`config.mk`:
```
export PLATFORM = sky130hd
export DESIGN_NAME = digital_watch_controller
export DESIGN_NICKNAME = d
export VERILOG_FILES = /design/src/rtl/dwc_pkg.sv /design/src/rtl/dwc_core.sv /design/src/rtl/dwc_out_stage.sv /design/src/rtl/digital_watch_controller.sv
export VERILOG_INCLUDE_DIRS = /design/src /design/src/rtl
export SDC_FILE = /design/constraint.sdc
export NUM_CORES = 1
export LEC_CHECK = 0
export BUFFER_PORTS_ARGS = -buffer_cell sky130_fd_sc_hd__buf_2
export CORE_AREA = 2 2 134 136
export CTS_BUF_LIST = sky130_fd_sc_hd__clkbuf_4 sky130_fd_sc_hd__clkbuf_8
export DETAILED_ROUTE_END_ITERATION = 6
export DIE_AREA = 0 0 136 138
export GPL_ROUTABILITY_DRIVEN = 0
export GPL_TIMING_DRIVEN = 0
export PLACE_DENSITY = 0.86
export SYNTH_ARGS = -nofsm -noshare
export SYNTH_HDL_FRONTEND = slang
export SYNTH_SLANG_ARGS = --single-unit
```
`constraint.sdc`:
```
create_clock -name aclk -period 4.05 [get_ports aclk]
set_input_delay 0.405 -clock aclk [delete_from_list [all_inputs] [get_ports aclk]]
set_output_delay 0.405 -clock aclk [all_outputs]
set_load 0.02 [all_outputs]
```
`src/rtl/digital_watch_controller_assert.svh`:
```
// Assertion macros for the watch controller.
`ifndef DIGITAL_WATCH_CONTROLLER_ASSERT_SVH
`define DIGITAL_WATCH_CONTROLLER_ASSERT_SVH

`ifndef SYNTHESIS
`define DWC_ASSERT(label, clk, rst_n, prop, msg) \
    label: assert property (@(posedge clk) disable iff (!rst_n) (prop)) else $error(msg);
`define DWC_ASSERT_ALWAYS(label, clk, prop, msg) \
    label: assert property (@(posedge clk) (prop)) else $error(msg);
`else
`define DWC_ASSERT(label, clk, rst_n, prop, msg)
`define DWC_ASSERT_ALWAYS(label, clk, prop, msg)
`endif

`endif

```
`src/rtl/dwc_pkg.sv`:
```
package dwc_pkg;

    localparam int S_TDATA_W = 8;
    localparam int M_TDATA_W = 32;

    localparam logic [5:0] HOURS_TOP   = 6'd23;
    localparam logic [5:0] MINUTES_TOP = 6'd59;
    localparam logic [5:0] SECONDS_TOP = 6'd59;
    localparam logic [3:0] TENTHS_TOP  = 4'd9;
    localparam logic [3:0] BLINK_DIVIDE_RESET = 4'd5;

    typedef enum logic [1:0] {
        MODE_TIME,
        MODE_TSET,
        MODE_ASET,
        MODE_WATCH
    } mode_t;

    typedef enum logic [2:0] {
        EV_NONE,
        EV_PLUS,
        EV_MINUS,
        EV_TIME,
        EV_TIMESET,
        EV_ALARM,
        EV_WATCH
    } ev_t;

    typedef struct packed {
        logic [4:0] h;
        logic [5:0] m;
        logic [5:0] s;
        logic [3:0] t;
    } hmst_t;

    typedef struct packed {
        hmst_t      disp;
        mode_t      mode;
        logic       armed;
        logic       hblink;
        logic       mblink;
        logic       ring;
    } res_t;

    function automatic hmst_t tick_hmst(hmst_t x);
        hmst_t y;
        y = x;
        if (x.t >= TENTHS_TOP) begin
            y.t = 4'd0;
            if (x.s >= SECONDS_TOP) begin
                y.s = 6'd0;
                if (x.m >= MINUTES_TOP) begin
                    y.m = 6'd0;
                    if ({1'b0, x.h} >= HOURS_TOP) begin
                        y.h = 5'd0;
                    end else begin
                        y.h = x.h + 5'd1;
                    end
                end else begin
                    y.m = x.m + 6'd1;
                end
            end else begin
                y.s = x.s + 6'd1;
            end
        end else begin
            y.t = x.t + 4'd1;
        end
        return y;
    endfunction

    function automatic logic [5:0] step_field(logic [5:0] v, logic [5:0] top, logic up);
        logic [5:0] r;
        if (up) begin
            r = (v >= top) ? 6'd0 : v + 6'd1;
        end else begin
            r = (v == 6'd0 || v > top) ? top : v - 6'd1;
        end
        return r;
    endfunction

    function automatic logic [3:0] blink_advance(logic [3:0] c, logic [3:0] bdiv);
        logic [3:0] n;
        n = c + 4'd1;
        if (n >= bdiv || n == 4'd0) begin
            n = 4'd0;
        end
        return n;
    endfunction

endpackage

```
`src/rtl/dwc_core.sv`:
```
`include "digital_watch_controller_assert.svh"

module dwc_core
    import dwc_pkg::*;
(
    input  logic       aclk,
    input  logic       aresetn,
    input  logic       cfg_we,
    input  logic [3:0] cfg_wdata,
    input  logic       in_xfer,
    input  logic [5:0] buttons,
    output res_t       res
);

    mode_t      mode_reg, mode_next;
    hmst_t      clk_reg, clk_next;
    hmst_t      watch_reg, watch_next;
    hmst_t      disp_reg, disp_next;
    logic [4:0] alh_reg, alh_next;
    logic [5:0] alm_reg, alm_next;
    logic [3:0] bch_reg, bch_next;
    logic [3:0] bcm_reg, bcm_next;
    logic [3:0] bca_reg, bca_next;
    logic [3:0] bdiv_reg;
    logic       ts_hours_reg, ts_hours_next;
    logic       al_hours_reg, al_hours_next;
    logic       run_reg, run_next;
    logic       lap_reg, lap_next;
    logic       armed_reg, armed_next;
    logic       hb_reg, hb_next;
    logic       mb_reg, mb_next;
    logic       ring_reg, ring_next;
    ev_t        ev;

    always_comb begin
        if (buttons[0]) begin
            ev = EV_PLUS;
        end else if (buttons[1]) begin
            ev = EV_MINUS;
        end else if (buttons[2]) begin
            ev = EV_TIME;
        end else if (buttons[3]) begin
            ev = EV_TIMESET;
        end else if (buttons[4]) begin
            ev = EV_ALARM;
        end else if (buttons[5]) begin
            ev = EV_WATCH;
        end else begin
            ev = EV_NONE;
        end
    end

    always_comb begin
        mode_next = mode_reg;
        case (ev)
            EV_TIME: begin
                mode_next = MODE_TIME;
            end
            EV_TIMESET: begin
                mode_next = MODE_TSET;
            end
            EV_ALARM: begin
                mode_next = MODE_ASET;
            end
            EV_WATCH: begin
                if (mode_reg != MODE_TIME) begin
                    mode_next = MODE_WATCH;
                end else begin
                    mode_next = MODE_WATCH;
                end
            end
            default: begin
                mode_next = mode_reg;
            end
        endcase
    end

    always_comb begin
        logic [5:0] fld;
        logic       hsel;
        clk_next      = clk_reg;
        watch_next    = watch_reg;
        disp_next     = disp_reg;
        alh_next      = alh_reg;
        alm_next      = alm_reg;
        bch_next      = bch_reg;
        bcm_next      = bcm_reg;
        bca_next      = bca_reg;
        ts_hours_next = ts_hours_reg;
        al_hours_next = al_hours_reg;
        run_next      = run_reg;
        lap_next      = lap_reg;
        armed_next    = armed_reg;
        hb_next       = hb_reg;
        mb_next       = mb_reg;
        ring_next     = ring_reg;
        fld           = 6'd0;
        hsel          = (mode_reg == MODE_ASET) ? al_hours_reg : ts_hours_reg;

        case (mode_reg)
            MODE_TIME: begin
                disp_next = clk_reg;
                case (ev)
                    EV_TIMESET: begin
                        hb_next = 1'b0;
                        mb_next = 1'b0;
                        bch_next = 4'd0;
                        bcm_next = 4'd0;
                        ts_hours_next = 1'b1;
                    end
                    EV_ALARM: begin
                        hb_next = 1'b0;
                        mb_next = 1'b0;
                        bch_next = 4'd0;
                        bcm_next = 4'd0;
                        armed_next = 1'b0;
                        disp_next.h = alh_reg;
                        disp_next.m = alm_reg;
                        al_hours_next = 1'b1;
                    end
                    EV_WATCH: begin
                        watch_next = '0;
                        disp_next = '0;
                        lap_next = 1'b0;
                        run_next = 1'b0;
                    end
                    default: begin
                    end
                endcase
            end
            MODE_TSET, MODE_ASET: begin
                if (hsel) begin
                    disp_next.h = (mode_reg == MODE_ASET) ? alh_reg : clk_reg.h;
                    bch_next = blink_advance(bch_reg, bdiv_reg);
                    if (bch_next == 4'd0) begin
                        hb_next = !hb_reg;
                    end
                end else begin
                    disp_next.m = (mode_reg == MODE_ASET) ? alm_reg : clk_reg.m;
                    bcm_next = blink_advance(bcm_reg, bdiv_reg);
                    if (bcm_next == 4'd0) begin
                        mb_next = !mb_reg;
                    end
                end
                case (ev)
                    EV_TIME: begin
                        hb_next = 1'b0;
                        mb_next = 1'b0;
                        bch_next = 4'd0;
                        bcm_next = 4'd0;
                    end
                    EV_TIMESET: begin
                        if (mode_reg == MODE_TSET) begin
                            if (ts_hours_reg) begin
                                hb_next = 1'b0;
                                bch_next = 4'd0;
                            end else begin
                                mb_next = 1'b0;
                                bcm_next = 4'd0;
                            end
                            ts_hours_next = !ts_hours_reg;
                        end else begin
                            hb_next = 1'b0;
                            mb_next = 1'b0;
                            bch_next = 4'd0;
                            bcm_next = 4'd0;
                            disp_next = clk_reg;
                            ts_hours_next = 1'b1;
                        end
                    end
                    EV_ALARM: begin
                        if (mode_reg == MODE_ASET) begin
                            if (al_hours_reg) begin
                                hb_next = 1'b0;
                                bch_next = 4'd0;
                            end else begin
                                armed_next = 1'b1;
                                mb_next = 1'b0;
                                bcm_next = 4'd0;
                            end
                            al_hours_next = !al_hours_reg;
                        end else begin
                            hb_next = 1'b0;
                            mb_next = 1'b0;
                            bch_next = 4'd0;
                            bcm_next = 4'd0;
                            armed_next = 1'b0;
                            disp_next.h = alh_reg;
                            disp_next.m = alm_reg;
                            al_hours_next = 1'b1;
                        end
                    end
                    EV_WATCH: begin
                        hb_next = 1'b0;
                        mb_next = 1'b0;
                        bch_next = 4'd0;
                        bcm_next = 4'd0;
                        watch_next = '0;
                        disp_next = '0;
                        lap_next = 1'b0;
                        run_next = 1'b0;
                    end
                    EV_PLUS, EV_MINUS: begin
                        if (mode_reg == MODE_TSET) begin
                            if (ts_hours_reg) begin
                                fld = step_field({1'b0, clk_reg.h}, HOURS_TOP, ev == EV_PLUS);
                                clk_next.h = fld[4:0];
                            end else begin
                                clk_next.m = step_field(clk_reg.m, MINUTES_TOP, ev == EV_PLUS);
                            end
                        end else begin
                            if (al_hours_reg) begin
                                fld = step_field({1'b0, alh_reg}, HOURS_TOP, ev == EV_PLUS);
                                alh_next = fld[4:0];
                            end else begin
                                alm_next = step_field(alm_reg, MINUTES_TOP, ev == EV_PLUS);
                            end
                        end
                    end
                    default: begin
                    end
                endcase
            end
            default: begin
                if (run_reg) begin
                    watch_next = tick_hmst(watch_reg);
                    if (!lap_reg) begin
                        disp_next = watch_next;
                    end
                end
                case (ev)
                    EV_TIMESET: begin
                        hb_next = 1'b0;
                        mb_next = 1'b0;
                        bch_next = 4'd0;
                        bcm_next = 4'd0;
                        disp_next = clk_reg;
                        ts_hours_next = 1'b1;
                    end
                    EV_ALARM: begin
                        hb_next = 1'b0;
                        mb_next = 1'b0;
                        bch_next = 4'd0;
                        bcm_next = 4'd0;
                        armed_next = 1'b0;
                        disp_next.h = alh_reg;
                        disp_next.m = alm_reg;
                        al_hours_next = 1'b1;
                    end
                    EV_PLUS: begin
                        run_next = !run_reg;
                    end
                    EV_MINUS: begin
                        if (run_reg) begin
                            lap_next = !lap_reg;
                        end
                    end
                    default: begin
                    end
                endcase
            end
        endcase

        clk_next = tick_hmst(clk_next);

        if (armed_next && clk_next.h == alh_next && clk_next.m == alm_next) begin
            bca_next = blink_advance(bca_reg, bdiv_reg);
            if (bca_next == 4'd0) begin
                ring_next = !ring_reg;
            end
        end else begin
            ring_next = 1'b0;
        end
    end

    always_ff @(posedge aclk) begin
        if (!aresetn) begin
            bdiv_reg <= BLINK_DIVIDE_RESET;
        end else if (cfg_we) begin
            bdiv_reg <= cfg_wdata;
        end
    end

    always_ff @(posedge aclk) begin
        if (!aresetn) begin
            mode_reg     <= MODE_TIME;
            clk_reg      <= '0;
            watch_reg    <= '0;
            disp_reg     <= '0;
            alh_reg      <= '0;
            alm_reg      <= '0;
            bch_reg      <= '0;
            bcm_reg      <= '0;
            bca_reg      <= '0;
            ts_hours_reg <= 1'b1;
            al_hours_reg <= 1'b0;
            run_reg      <= 1'b0;
            lap_reg      <= 1'b0;
            armed_reg    <= 1'b0;
            hb_reg       <= 1'b0;
            mb_reg       <= 1'b0;
            ring_reg     <= 1'b0;
        end else if (in_xfer) begin
            mode_reg     <= mode_next;
            clk_reg      <= clk_next;
            watch_reg    <= watch_next;
            disp_reg     <= disp_next;
            alh_reg      <= alh_next;
            alm_reg      <= alm_next;
            bch_reg      <= bch_next;
            bcm_reg      <= bcm_next;
            bca_reg      <= bca_next;
            ts_hours_reg <= ts_hours_next;
            al_hours_reg <= al_hours_next;
            run_reg      <= run_next;
            lap_reg      <= lap_next;
            armed_reg    <= armed_next;
            hb_reg       <= hb_next;
            mb_reg       <= mb_next;
            ring_reg     <= ring_next;
        end
    end

    assign res.disp   = disp_next;
    assign res.mode   = mode_next;
    assign res.armed  = armed_next;
    assign res.hblink = hb_next;
    assign res.mblink = mb_next;
    assign res.ring   = ring_next;

    `DWC_ASSERT(a_ring_needs_armed, aclk, aresetn, ring_reg |-> armed_reg, "ring without armed alarm")
    `DWC_ASSERT(a_mode_holds_idle, aclk, aresetn, !in_xfer |=> $stable(mode_reg), "mode changed without transfer")

endmodule

```
`src/rtl/dwc_out_stage.sv`:
```
`include "digital_watch_controller_assert.svh"

module dwc_out_stage
    import dwc_pkg::*;
(
    input  logic aclk,
    input  logic aresetn,
    input  logic in_xfer,
    input  res_t res,
    output logic in_ready,
    input  logic m_tready,
    output logic m_tvalid,
    output res_t res_out
);

    logic m_valid_reg;
    res_t res_reg;

    assign in_ready = !m_valid_reg || m_tready;

    always_ff @(posedge aclk) begin
        if (!aresetn) begin
            m_valid_reg <= 1'b0;
        end else if (in_xfer) begin
            m_valid_reg <= 1'b1;
        end else if (m_tready) begin
            m_valid_reg <= 1'b0;
        end
    end

    always_ff @(posedge aclk) begin
        if (in_xfer) begin
            res_reg <= res;
        end
    end

    assign m_tvalid = m_valid_reg;
    assign res_out  = res_reg;

    `DWC_ASSERT_ALWAYS(a_reset_empty, aclk, !aresetn |=> !m_valid_reg, "result valid after reset")
    `DWC_ASSERT(a_xfer_fills, aclk, aresetn, in_xfer |=> m_valid_reg, "accepted tick lost")
    `DWC_ASSERT(a_stall_holds, aclk, aresetn, (m_valid_reg && !m_tready) |=> (m_valid_reg && $stable(res_reg)), "stalled result changed")

endmodule

```
`src/rtl/digital_watch_controller.sv`:
```
// A result is registered in the output stage and appears on m_tdata in the cycle after its tick transfer on s_.
// Throughput: one tick per cycle when not stalled; the whole update of counters
// and mode logic is one combinational pass into the state and output registers.
// s_tready stays high while the output register is empty or being taken.
// Reset (aresetn low, synchronous): time mode, all counts zero,
// time-set hours selected, blink_divide 5, no result pending.
module digital_watch_controller
    import dwc_pkg::*;
(
    input  logic                 aclk,
    input  logic                 aresetn,
    input  logic                 cfg_we,
    input  logic [3:0]           cfg_wdata,
    input  logic                 s_tvalid,
    output logic                 s_tready,
    // plus_press, minus_press, time_press, timeset_press, alarm_press, stopwatch_press
    input  logic [S_TDATA_W-1:0] s_tdata,
    output logic                 m_tvalid,
    input  logic                 m_tready,
    // show_hours, show_minutes, show_seconds, show_tenths, mode_now, alarm_armed,
    // hours_blink, minutes_blink, ring
    output logic [M_TDATA_W-1:0] m_tdata
);

    logic in_xfer;
    res_t res;
    res_t res_out;

    assign in_xfer = s_tvalid && s_tready;

    dwc_core u_core (
        .aclk      (aclk),
        .aresetn   (aresetn),
        .cfg_we    (cfg_we),
        .cfg_wdata (cfg_wdata),
        .in_xfer   (in_xfer),
        .buttons   (s_tdata[5:0]),
        .res       (res)
    );

    dwc_out_stage u_out (
        .aclk     (aclk),
        .aresetn  (aresetn),
        .in_xfer  (in_xfer),
        .res      (res),
        .in_ready (s_tready),
        .m_tready (m_tready),
        .m_tvalid (m_tvalid),
        .res_out  (res_out)
    );

    assign m_tdata = {5'd0, res_out.ring, res_out.mblink, res_out.hblink, res_out.armed,
                      res_out.mode, res_out.disp.t, res_out.disp.s, res_out.disp.m,
                      res_out.disp.h};

endmodule
```
# After elaboration in Yosys (flattened, before gate mapping)
# Index checks and enable logic that the tools add are counted.
# classes
n_addsub	19
order_cmp	19
n_eq_ne	11
muxes	129
reduce_logical	48
# ops
operator	n
$mux W21	6
$mux W6	17
$mux W4	23
$mux W5	17
$mux W11	6
$pmux W11 S2	2
$pmux W21 S2	1
$mux W1	40
$add A6 B1 Y6 const B	6
$ge A6 B6 Y1 const B	6
$mux W17	2
$pmux W11 S3	1
$logic_not A4 Y1	6
$pmux W4 S3	2
$add A4 B1 Y4 const B	5
$add A5 B1 Y5 const B	4
$ge A5 B5 Y1 const B	4
$mux W10	2
$pmux W10 S2	1
$mux W3	6
$ge A4 B4 Y1	3
$gt A6 B6 Y1 const B	2
$logic_not A6 Y1	2
$sub A6 B1 Y6 const B	2
24 further kinds	60
# totals
register_bits	128
input_bits	17
out_inout_bits	34
wordCells	263

# Logic depth before layout (Yosys ltp)
# Gate-level depths: netlist of the first run.
# depth
depth_word	24
mapped_depth	17
depth_no_buf	15

# Modules after synthesis
# From an unflattened synthesis of the first run, not the netlist that was laid out.
# unflattened
hier_cells	1242
area_unflattened_um2	9763.1
# modules_own_cells
mod	n_inst	cells_each	area_each_um2	seq_area_each_um2
dwc_core	1	1204	8856.0	2001.9
dwc_out_stage	1	31	859.6	830.8
digital_watch_controller	1	7	47.5	0.0

# Worst setup path before layout of the first run
# Ideal clock, no wire load.
# synth_path
path_kind	in2reg
from	input s_tdata[1]
to	register u_core.bca_reg[2]
setup_time_ns	0.071
t_arrival_ns	3.899
required_time_ns	3.979
slack_ns	0.081
cell_stages	14
n_path_buf	2
cell_sequence	clkbuf_1 or2_2 clkbuf_1 o211a_1 o22ai_1 inv_1 ha_1 or3b_2 and3_1 and3_1 a2111oi_2 o2111ai_2 or4_1 a21oi_1
# synth_via
elab_chain_cells	17
word_cells_on_any_way	40
cone_classes	add/sub (2); order compare (2); eq/ne (5); mux (27); reduce/logical (4)
# synth_lines
item	line_no	source
from (decl)	digital_watch_controller.sv:17	input logic [S_TDATA_W-1:0] s_tdata,
$mux W3 *	dwc_core.sv:38	end else if (buttons[1]) begin
$mux W3 *	dwc_core.sv:36	if (buttons[0]) begin
$eq A3 B1 Y1	--	
$mux W5	dwc_pkg.sv:73	if (up) begin
$mux W5	dwc_core.sv:205	if (ts_hours_reg) begin
$mux W11	dwc_core.sv:204	if (mode_reg == MODE_TSET) begin
$mux W11	dwc_core.sv:145	case (ev)
$mux W11	dwc_core.sv:100	case (mode_reg)
$add A5 B1 Y5 or $ge A5 B5 Y1 (tied branches)	dwc_pkg.sv:57, dwc_pkg.sv:54	
$mux W5	dwc_pkg.sv:54	if ({1'b0, x.h} >= HOURS_TOP) begin
$mux W5	dwc_pkg.sv:52	if (x.m >= MINUTES_TOP) begin
$mux W11	dwc_pkg.sv:50	if (x.s >= SECONDS_TOP) begin
$mux W17	dwc_pkg.sv:48	if (x.t >= TENTHS_TOP) begin
$eq A5 B5 Y1	dwc_core.sv:266	if (armed_next && clk_next.h == alh_next && clk_next.m == alm_next) begin
$logic_and A1 B1 Y1	dwc_core.sv:266	
$logic_and A1 B1 Y1 *	dwc_core.sv:266	
$reduce_and A2 Y1 (no source line) *	--	
to (signal assigned)	dwc_core.sv:312	bca_reg <= bca_next;
to (decl)	dwc_core.sv:23	logic [3:0] bca_reg, bca_next;
# Every way passes the cells marked *; elsewhere a longest branch is shown, timed or not.
# A chain may end at the register's enable or synchronous reset.

# Final worst setup path of the first run
# layout_path
from	register u_core.alh_reg[1]
to	register u_core.bca_reg[3]
# layout_via
elab_chain_cells	12
word_cells_on_any_way	17
cone_classes	add/sub (2); order compare (2); eq/ne (1); mux (7); reduce/logical (5)
# layout_lines
item	line_no	source
from (decl)	dwc_core.sv:19	logic [4:0] alh_reg, alh_next;
from (signal assigned)	dwc_core.sv:308	alh_reg <= alh_next;
$gt A5 B5 Y1 or $logic_not A5 Y1 (tied branches)	dwc_pkg.sv:76	r = (v == 6'd0 || v > top) ? top : v - 6'd1;
$logic_or A1 B1 Y1	dwc_pkg.sv:76	
$mux W5	dwc_pkg.sv:76	
$mux W5	dwc_pkg.sv:73	
$mux W5	dwc_core.sv:212	if (al_hours_reg) begin
$mux W5	dwc_core.sv:204	
$mux W5	dwc_core.sv:145	
$mux W5 *	dwc_core.sv:100	
$eq A5 B5 Y1 *	dwc_core.sv:266	
$logic_and A1 B1 Y1 * (2 in a row)	dwc_core.sv:266	
$reduce_and A2 Y1 (no source line) *	--	
# Marks and branches as above.

==> results.md, run 1 <==
* CP max stage delay at 0.57 ns
* Placed cell count at 1602
* Critical Path Source Type: flop
* Worst EP required at 4.46 ns
* Post-synth EDFFs at 27
* Worst vdd ir at just under 0.0003 V
* Max reg flops at 27
* Vias at about 11000
* CP max stage cell: a22oi_1
* # fillers at 1521
* Most numerous cell in the Yosys netlist: nand2_1
* Final Hold Viols at 0
* Register area share after synthesis at 28.76%
* Period utilisation layout at 100.3%
* Final worst setup slack at -0.01212 ns
* WS Path Type: reg -> reg
* Pins Over Slew Limit at 0
* Post-CTS Hold Fix Bufs at 0
* Final antenna-violating net count at 0
* Routed length per instance at roughly 20 µm
* Syn avg cell area at ~7.4 µm²
* Pin count of the biggest net entering global routing at 37
* Yosys warns at 0
* Cell depth of the worst hold path at 3
* Crit path buffers/inverters at 2
* Crit end category: flop
* HP Class: in -> reg
* Final Skew at 0.01649 ns
* Top-area cell type share of the netlist area at 20.53%
* Critical Path Stages at 12
* Unrepaired setup endpoints after global routing: yes
* Starting Density at between 50% and 60%
* CP arrival at 4.48 ns
* CTS tree: yes
* Area grow syn2layout at 12.75%
* Area of the mapped netlist at 9849 µm²
* Cell area after layout at between 10000 and 15000 µm²
* Max_slew headroom at a little under a third
* Congestion Overflow GR at 0
* Routed vias/inst at approximately 7
* Sinks on Clock Net at around 130
* Post-Syn Instances at 1328
* Fmax at 246.2 MHz
* FFs w/ async S/R, synth at 0%
* Remaining DRCs at 5
* CP max FO at 10
* Synth Flop Type: dfxtp_1
* Synthesized flop and latch total at 128
* NumNets Final at ~1500
* Layout cells sized above 1 at 12.49%
* Yosys top cell by area: dfxtp_1
* Pwr dens at 287.4 nW/µm²
* Die W at 136 µm
* Gr usage total at a little over a third
* # diodes at 0
* CP delay by family, top: compound AO/OA/AOI/OAI gates
* Final WL at 33290 µm
* Netlist cell types at 87
* Violations in the final reports: DRC, setup timing
* Die Y at 138 µm
* Clk root buf: clkbuf_8
* Most frequent cells after synthesis: 176 x nand2_1, 157 x nor2_1, 124 x a21oi_1, 101 x dfxtp_1, 73 x clkbuf_1
* # IOs at 51
* Rows at 49
* First-pass GRT wire length at ~52000 µm
* Skew-Pair Late Insertion Delay at 0.49 ns
* Vias in the first global route at about 10000
* Worst Max-Slew Pin Slew at approximately 1.0 ns
* H-tree Lvls at 4
* Fin crit period at 4.062 ns
* Die area at 18770 µm²
* Max Buffers Root-to-Sink at 2
* Non-Filler Instances at 1646
* Reg2reg path depth at 12
* Leak at 0.003981 µW
* Endpoints failing setup at 1
* CTS buffer count at 17
* Initial DRC count at between 1500 and 2000
* Worst path cell trace: clkbuf_1, inv_1, ha_1, nor3b_1, o32ai_1, a21oi_1, a22oi_1, o22ai_1, nor3b_1, o2111ai_4, or4_4, a21oi_1
* Cell area after placement at between 10000 and 15000 µm²
* DPL Wire Length at 23390 µm
* Drt first pass iters at 7
* Initial antenna violation count at 1
* Max Cap Viol at 0
* Ranking of synthesized cells by area: dfxtp_1 21%, edfxtp_1 8.2%, nand2_1 6.7%, a21oi_1 6.3%, nor2_1 6.0%
* CTS clk-pin slew, worst paths at 0.08 ns
* PortBufs at 40
* Status: finished, violations left
* Core Area at 17530 µm²
-- metrics by stage --
| step | power, µW | hold slack, ns | setup TNS (ns) | worst slack, ns | utilization (%) |
|---|---|---|---|---|---|
| after floorplan | 1749 | 0.4361 | 0 | 0.08055 | - |
| after detailed placement | 1900 | 0.4566 | -7.412 | -0.7500 | 59.07 |
| after global placement | 1887 | 0.4579 | -7.052 | -0.7055 | 59.03 |
| final | 3192 | 0.1400 | -0.01212 | -0.01212 | 63.34 |
| after global routing | 3293 | 0.1596 | -0.5974 | -0.1586 | 63.34 |
| after CTS | 3159 | 0.1333 | 0 | 0.004268 | 62.23 |
-- worst register-to-register path, cell delays in order (launching register included) --
cell and delay [ns]:
dfxtp_1 0.42, clkbuf_1 0.45, inv_1 0.16, ha_1 0.25
nor3b_1 0.18, o32ai_1 0.29, a21oi_1 0.17, a22oi_1 0.57
o22ai_1 0.20, nor3b_1 0.40, o2111ai_4 0.21, or4_4 0.55
a21oi_1 0.15
-- final timing paths --
check                                 start                               to  slack (ns)
min                            cfg_wdata[2]  u_core.bdiv_reg[2]$_SDFFE_PN1P_        0.14
max          u_core.alh_reg[1]$_SDFFE_PN0P_   u_core.bca_reg[3]$_SDFFE_PN0P_       -0.01
max reg2reg  u_core.alh_reg[1]$_SDFFE_PN0P_   u_core.bca_reg[3]$_SDFFE_PN0P_       -0.01
min reg2reg  u_core.bch_reg[1]$_SDFFE_PN0P_   u_core.bch_reg[1]$_SDFFE_PN0P_        0.48
-- report_power, final --
part	leakage [µW]	total [µW]	switching [µW]	internal [µW]
Clock	0.000217	1260	552	712
Combinational	0.00267	558	375	183
Sequential	0.00110	1370	27.3	1340
Total	0.00398	3190	954	2240
-- logic make-up (layout without fill, tap and decap cells) --
group | after synthesis | count (layout) | share of synthesized area [%]
adder cells (fa/ha/maj) | 44 | 44 | 5.513
AND/OR/NAND/NOR | 540 | 540 | 25.84
multiplexers | 26 | 26 | 2.693
AO/OA/AOI/OAI | 418 | 418 | 28.86
flip-flops | 128 | 128 | 28.76
buffers and inverters | 146 | 231 | 6.072
XOR/XNOR | 25 | 25 | 2.223
other | 1 | 5 | 0.03807
-- area by class of cell --
cell class	instances	area (µm²)	share of cell area, %
Sequential cell	128	2841	25.59
Inverter	45	171.4	1.543
Buffer	101	449.2	4.045
Multi-Input combinational cell	1058	6611	59.53
Tap cell	229	286.5	2.580
Timing Repair Buffer	53	295.3	2.659
Clock buffer	20	269.0	2.422
Clock inverter	12	181.4	1.634
-- metal layers --
metal | share of wire, % | wire (µm) | vias to the layer above | global-route usage, %
met4 | 6.5 | 2171 | 2 | 21.05
met1 | 37 | 12350 | 5060 | 43.81
met5 | 0.039 | 13 | - | 0
met2 | 44 | 14500 | 899 | 52.68
li1 | - | - | 5058 | -
met3 | 13 | 4258 | 228 | 9.461
-- cell usage in the layout, fill, tap and decap left out, drive strengths merged, types with 11 or more instances in the layout --
cell    count
nand4      13
nor4       12
o21ai      68
inv        47
nand2     176
nand2b     20
mux2i      22
clkbuf     93
a22oi      18
ha         41
a211oi     20
nand3      41
a31oi      18
and3       11
o221ai     13
buf        81
or2        12
dfxtp     101
xnor2      17
nor2      158
o211ai     21
edfxtp     27
a21o       12
a21oi     124
a221oi     14
nor3       39
-- what timing repair did --
item,4_1_cts,5_1_grt
pin swaps,5,12
buffers inserted,4,8
endpoints found under the setup margin,7,23
resized for setup,23,34
Power figures use the tool's default switching activity.
==> run 2: changes to the inputs <==
--- a/config.mk
+++ b/config.mk
@@ -13,5 +13,4 @@
 export DIE_AREA = 0 0 136 138
 export GPL_ROUTABILITY_DRIVEN = 0
-export GPL_TIMING_DRIVEN = 0
 export PLACE_DENSITY = 0.86
 export SYNTH_ARGS = -nofsm -noshare
==> constraint.sdc (replaced) <==
create_clock -name aclk -period 4.05 [get_ports aclk]
set_input_delay 0.2025 -clock aclk [delete_from_list [all_inputs] [get_ports aclk]]
set_output_delay 0.2025 -clock aclk [all_outputs]
set_load 0.02 [all_outputs]
==> run 2 against run 1 <==
The flow now finishes without violations. Sequential power hardly changed. Sequential share of layout area increased by 0.17 points. Utilization shrank 0.59 points. Critical path depth grew 3. Fmax rose by 2.8%. Final cell count decreased by 3.0%. Clock skew decreased by 0.0046 ns. Routed wire length decreased by 12%. Setup slack improved by 0.11 ns. Final area fell by 0.94%. Critical endpoint unchanged.
==> results.md, run 2 (synthesis results as in run 1) <==
* Worst vdd ir at 0.0003207 V
* R2r setup slk at 0.1 ns
* Initial antenna violation count at 0
* # diodes at 0
* CP max FO at 6
* Final antenna-violating net count at 0
* HP Class: in -> reg
* Clk root buf: clkbuf_8
* Cell area after layout at 11000 µm²
* Setup crit end: u_core.bca_reg[3]$_SDFFE_PN0P_
* CP max stage cell: or4_4
* Layout cells sized above 1 at 14.48%
* Cell area after placement at 10350 µm²
* Worst Max-Slew Pin Slew at 1.046 ns
* Worst EP required at ~4.5 ns
* Vias at between 10000 and 15000
* Routed vias/inst at 6.640
* Pin count of the biggest net entering global routing at 95
* Final Skew at 0.01188 ns
* Gr usage total at 30.58%
* Placed cell count at 1555
* CP arrival at 4.36 ns
* Initial DRC count at 1312
* Congestion Overflow GR at 0
* Hold Slack at just under 0.04 ns
* WS Path Type: reg -> reg
* Area grow syn2layout at 11.70%
* Die W at 136 µm
* Max Cap Viol at 0
* Remaining DRCs at 0
* Pwr dens at 277.2 nW/µm²
* Max_slew headroom at 29.56%
* CTS clk-pin slew, worst paths at 0.09 ns
* Core Area at 17530 µm²
* Reg2Reg Capture Point: u_core.bca_reg[3]$_SDFFE_PN0P_
* Sinks on Clock Net at 128
* Die area at 18770 µm²
* Vias in the first global route at 9672
* Skew-Pair Late Insertion Delay at 0.47 ns
* # IOs at 51
* H-tree Lvls at 4
* Worst path cell trace: buf_4, ha_1, and3b_2, o211a_1, o22ai_2, inv_2, ha_4, or3b_4, nand2_4, nor3_1, a221o_1, nor4_4, o2111ai_4, or4_4, a21oi_2
* Rows at 49
* Leak at 0.004007 µW
* R2R Path Start: u_core.mode_reg[0]$_SDFFE_PN0P_
* Final Hold Viols at 0
* Max Buffers Root-to-Sink at 2
* Most frequent cells in the layout: 174 x nand2_1, 157 x nor2_1, 121 x a21oi_1
* CTS tree: yes
* First-pass GRT wire length at 46760 µm
* Status: finished, final reports clean
* CP max stage delay at approximately 0.56 ns
* # fillers at between 1500 and 2000
* Period utilisation layout at approximately 98%
* PortBufs at 43
* Fin crit period at a little under 4 ns
* Critical Path Stages at 15
* Pins Over Slew Limit at 0
* Non-Filler Instances at 1596
* Starting Density at between 50 and 60%
* Crit end category: flop
* Final WL at 29370 µm
* Reg2reg path depth at 15
* Routed length per instance at 18.40 µm
* Max reg flops at 27
* NumNets Final at 1412
* Drt first pass iters at 6
* Die Y at about 140 µm
* Endpoints failing setup at 0
* Crit. Startpoint: u_core.mode_reg[0]$_SDFFE_PN0P_
* CP delay by family, top: simple AND/OR/NAND/NOR gates
* DPL Wire Length at 19970 µm
* Most common cell after layout, fill and taps aside: nand2_1
* Crit path buffers/inverters at 2
* Fmax at 253.0 MHz
* Critical Path Source Type: flop
* CTS buffer count at 17
run 2: changes by cell type in the layout (fill, tap and decap cells not counted), sizes merged:
cell and change:
bufinv -2, inv +5, buf +19, clkbuf -76, dlygate4sd3 +4
run 2: how the worst min path moves through the flow:
stage,cells past startpoint,slack [ns],startpoint,end
floorplan,2,0.33,cfg_wdata[0],u_core.bdiv_reg[0]$_SDFFE_PN1P_
finish,3,0.04,cfg_we,u_core.bdiv_reg[2]$_SDFFE_PN1P_
CTS,2,0.03,cfg_we,u_core.bdiv_reg[2]$_SDFFE_PN1P_
global route,2,0.03,cfg_we,u_core.bdiv_reg[2]$_SDFFE_PN1P_
detailed placement,3,0.43,cfg_wdata[2],u_core.bdiv_reg[2]$_SDFFE_PN1P_
global placement,3,0.42,cfg_wdata[0],u_core.bdiv_reg[0]$_SDFFE_PN1P_
run 2: final cells by class:
class / count / area (µm²) / area share (%)
multi-input combinational: 1058 / 6605 / 60.04
sequential: 128 / 2834 / 25.76
timing repair buffer: 104 / 699.4 / 6.357
tap: 229 / 286.5 / 2.604
clock buffer: 17 / 234.0 / 2.127
clock inverter: 15 / 172.7 / 1.569
inverter: 45 / 170.2 / 1.547
run 2: worst register-to-register path: stages (launching register included):
cell       delay, ns
dfxtp_1         0.33
buf_4           0.15
ha_1            0.22
and3b_2         0.26
o211a_1         0.15
o22ai_2         0.21
inv_2           0.08
ha_4            0.18
or3b_4          0.43
nand2_4         0.11
nor3_1          0.10
a221o_1         0.41
nor4_4          0.33
o2111ai_4       0.21
or4_4           0.56
a21oi_2         0.16
run 2: through the flow:
stage                     setup TNS [ns]  util, %  total power [µW]  worst slack [ns]
final                                  0    62.74              3049           0.09674
after global routing            -0.09710    62.74              3172          -0.05245
after CTS                              0    61.70              3028           0.03697
after detailed placement        -0.09988    59.03              1882          -0.06102
after global placement                 0    59.03              1867            0.1311
after floorplan                        0        -              1749           0.09601
run 2: per-layer routing:
| metal | track usage (%) | routed length (µm) | vias up |
|---|---|---|---|
| met5 | 0 | 0 | - |
| met4 | 16.28 | 1477 | 0 |
| met3 | 6.014 | 2682 | 136 |
| met2 | 49.19 | 13760 | 622 |
| met1 | 38.45 | 11450 | 4887 |
| li1 | - | - | 4952 |
run 2: report_power, final:
| part | switching, µW | leakage [µW] | internal [µW] |
|---|---|---|---|
| Combinational | 323 | 0.00272 | 184 |
| Sequential | 42.5 | 0.00109 | 1340 |
| Clock | 592 | 0.000197 | 565 |
run 2: repair_timing:
action,4_1_cts,5_1_grt
pin swaps,2,8
gates resized for setup,2,34
hold endpoints to repair,4,0
setup endpoints to repair,4,5
buffers inserted,2,3
hold buffers,4,0
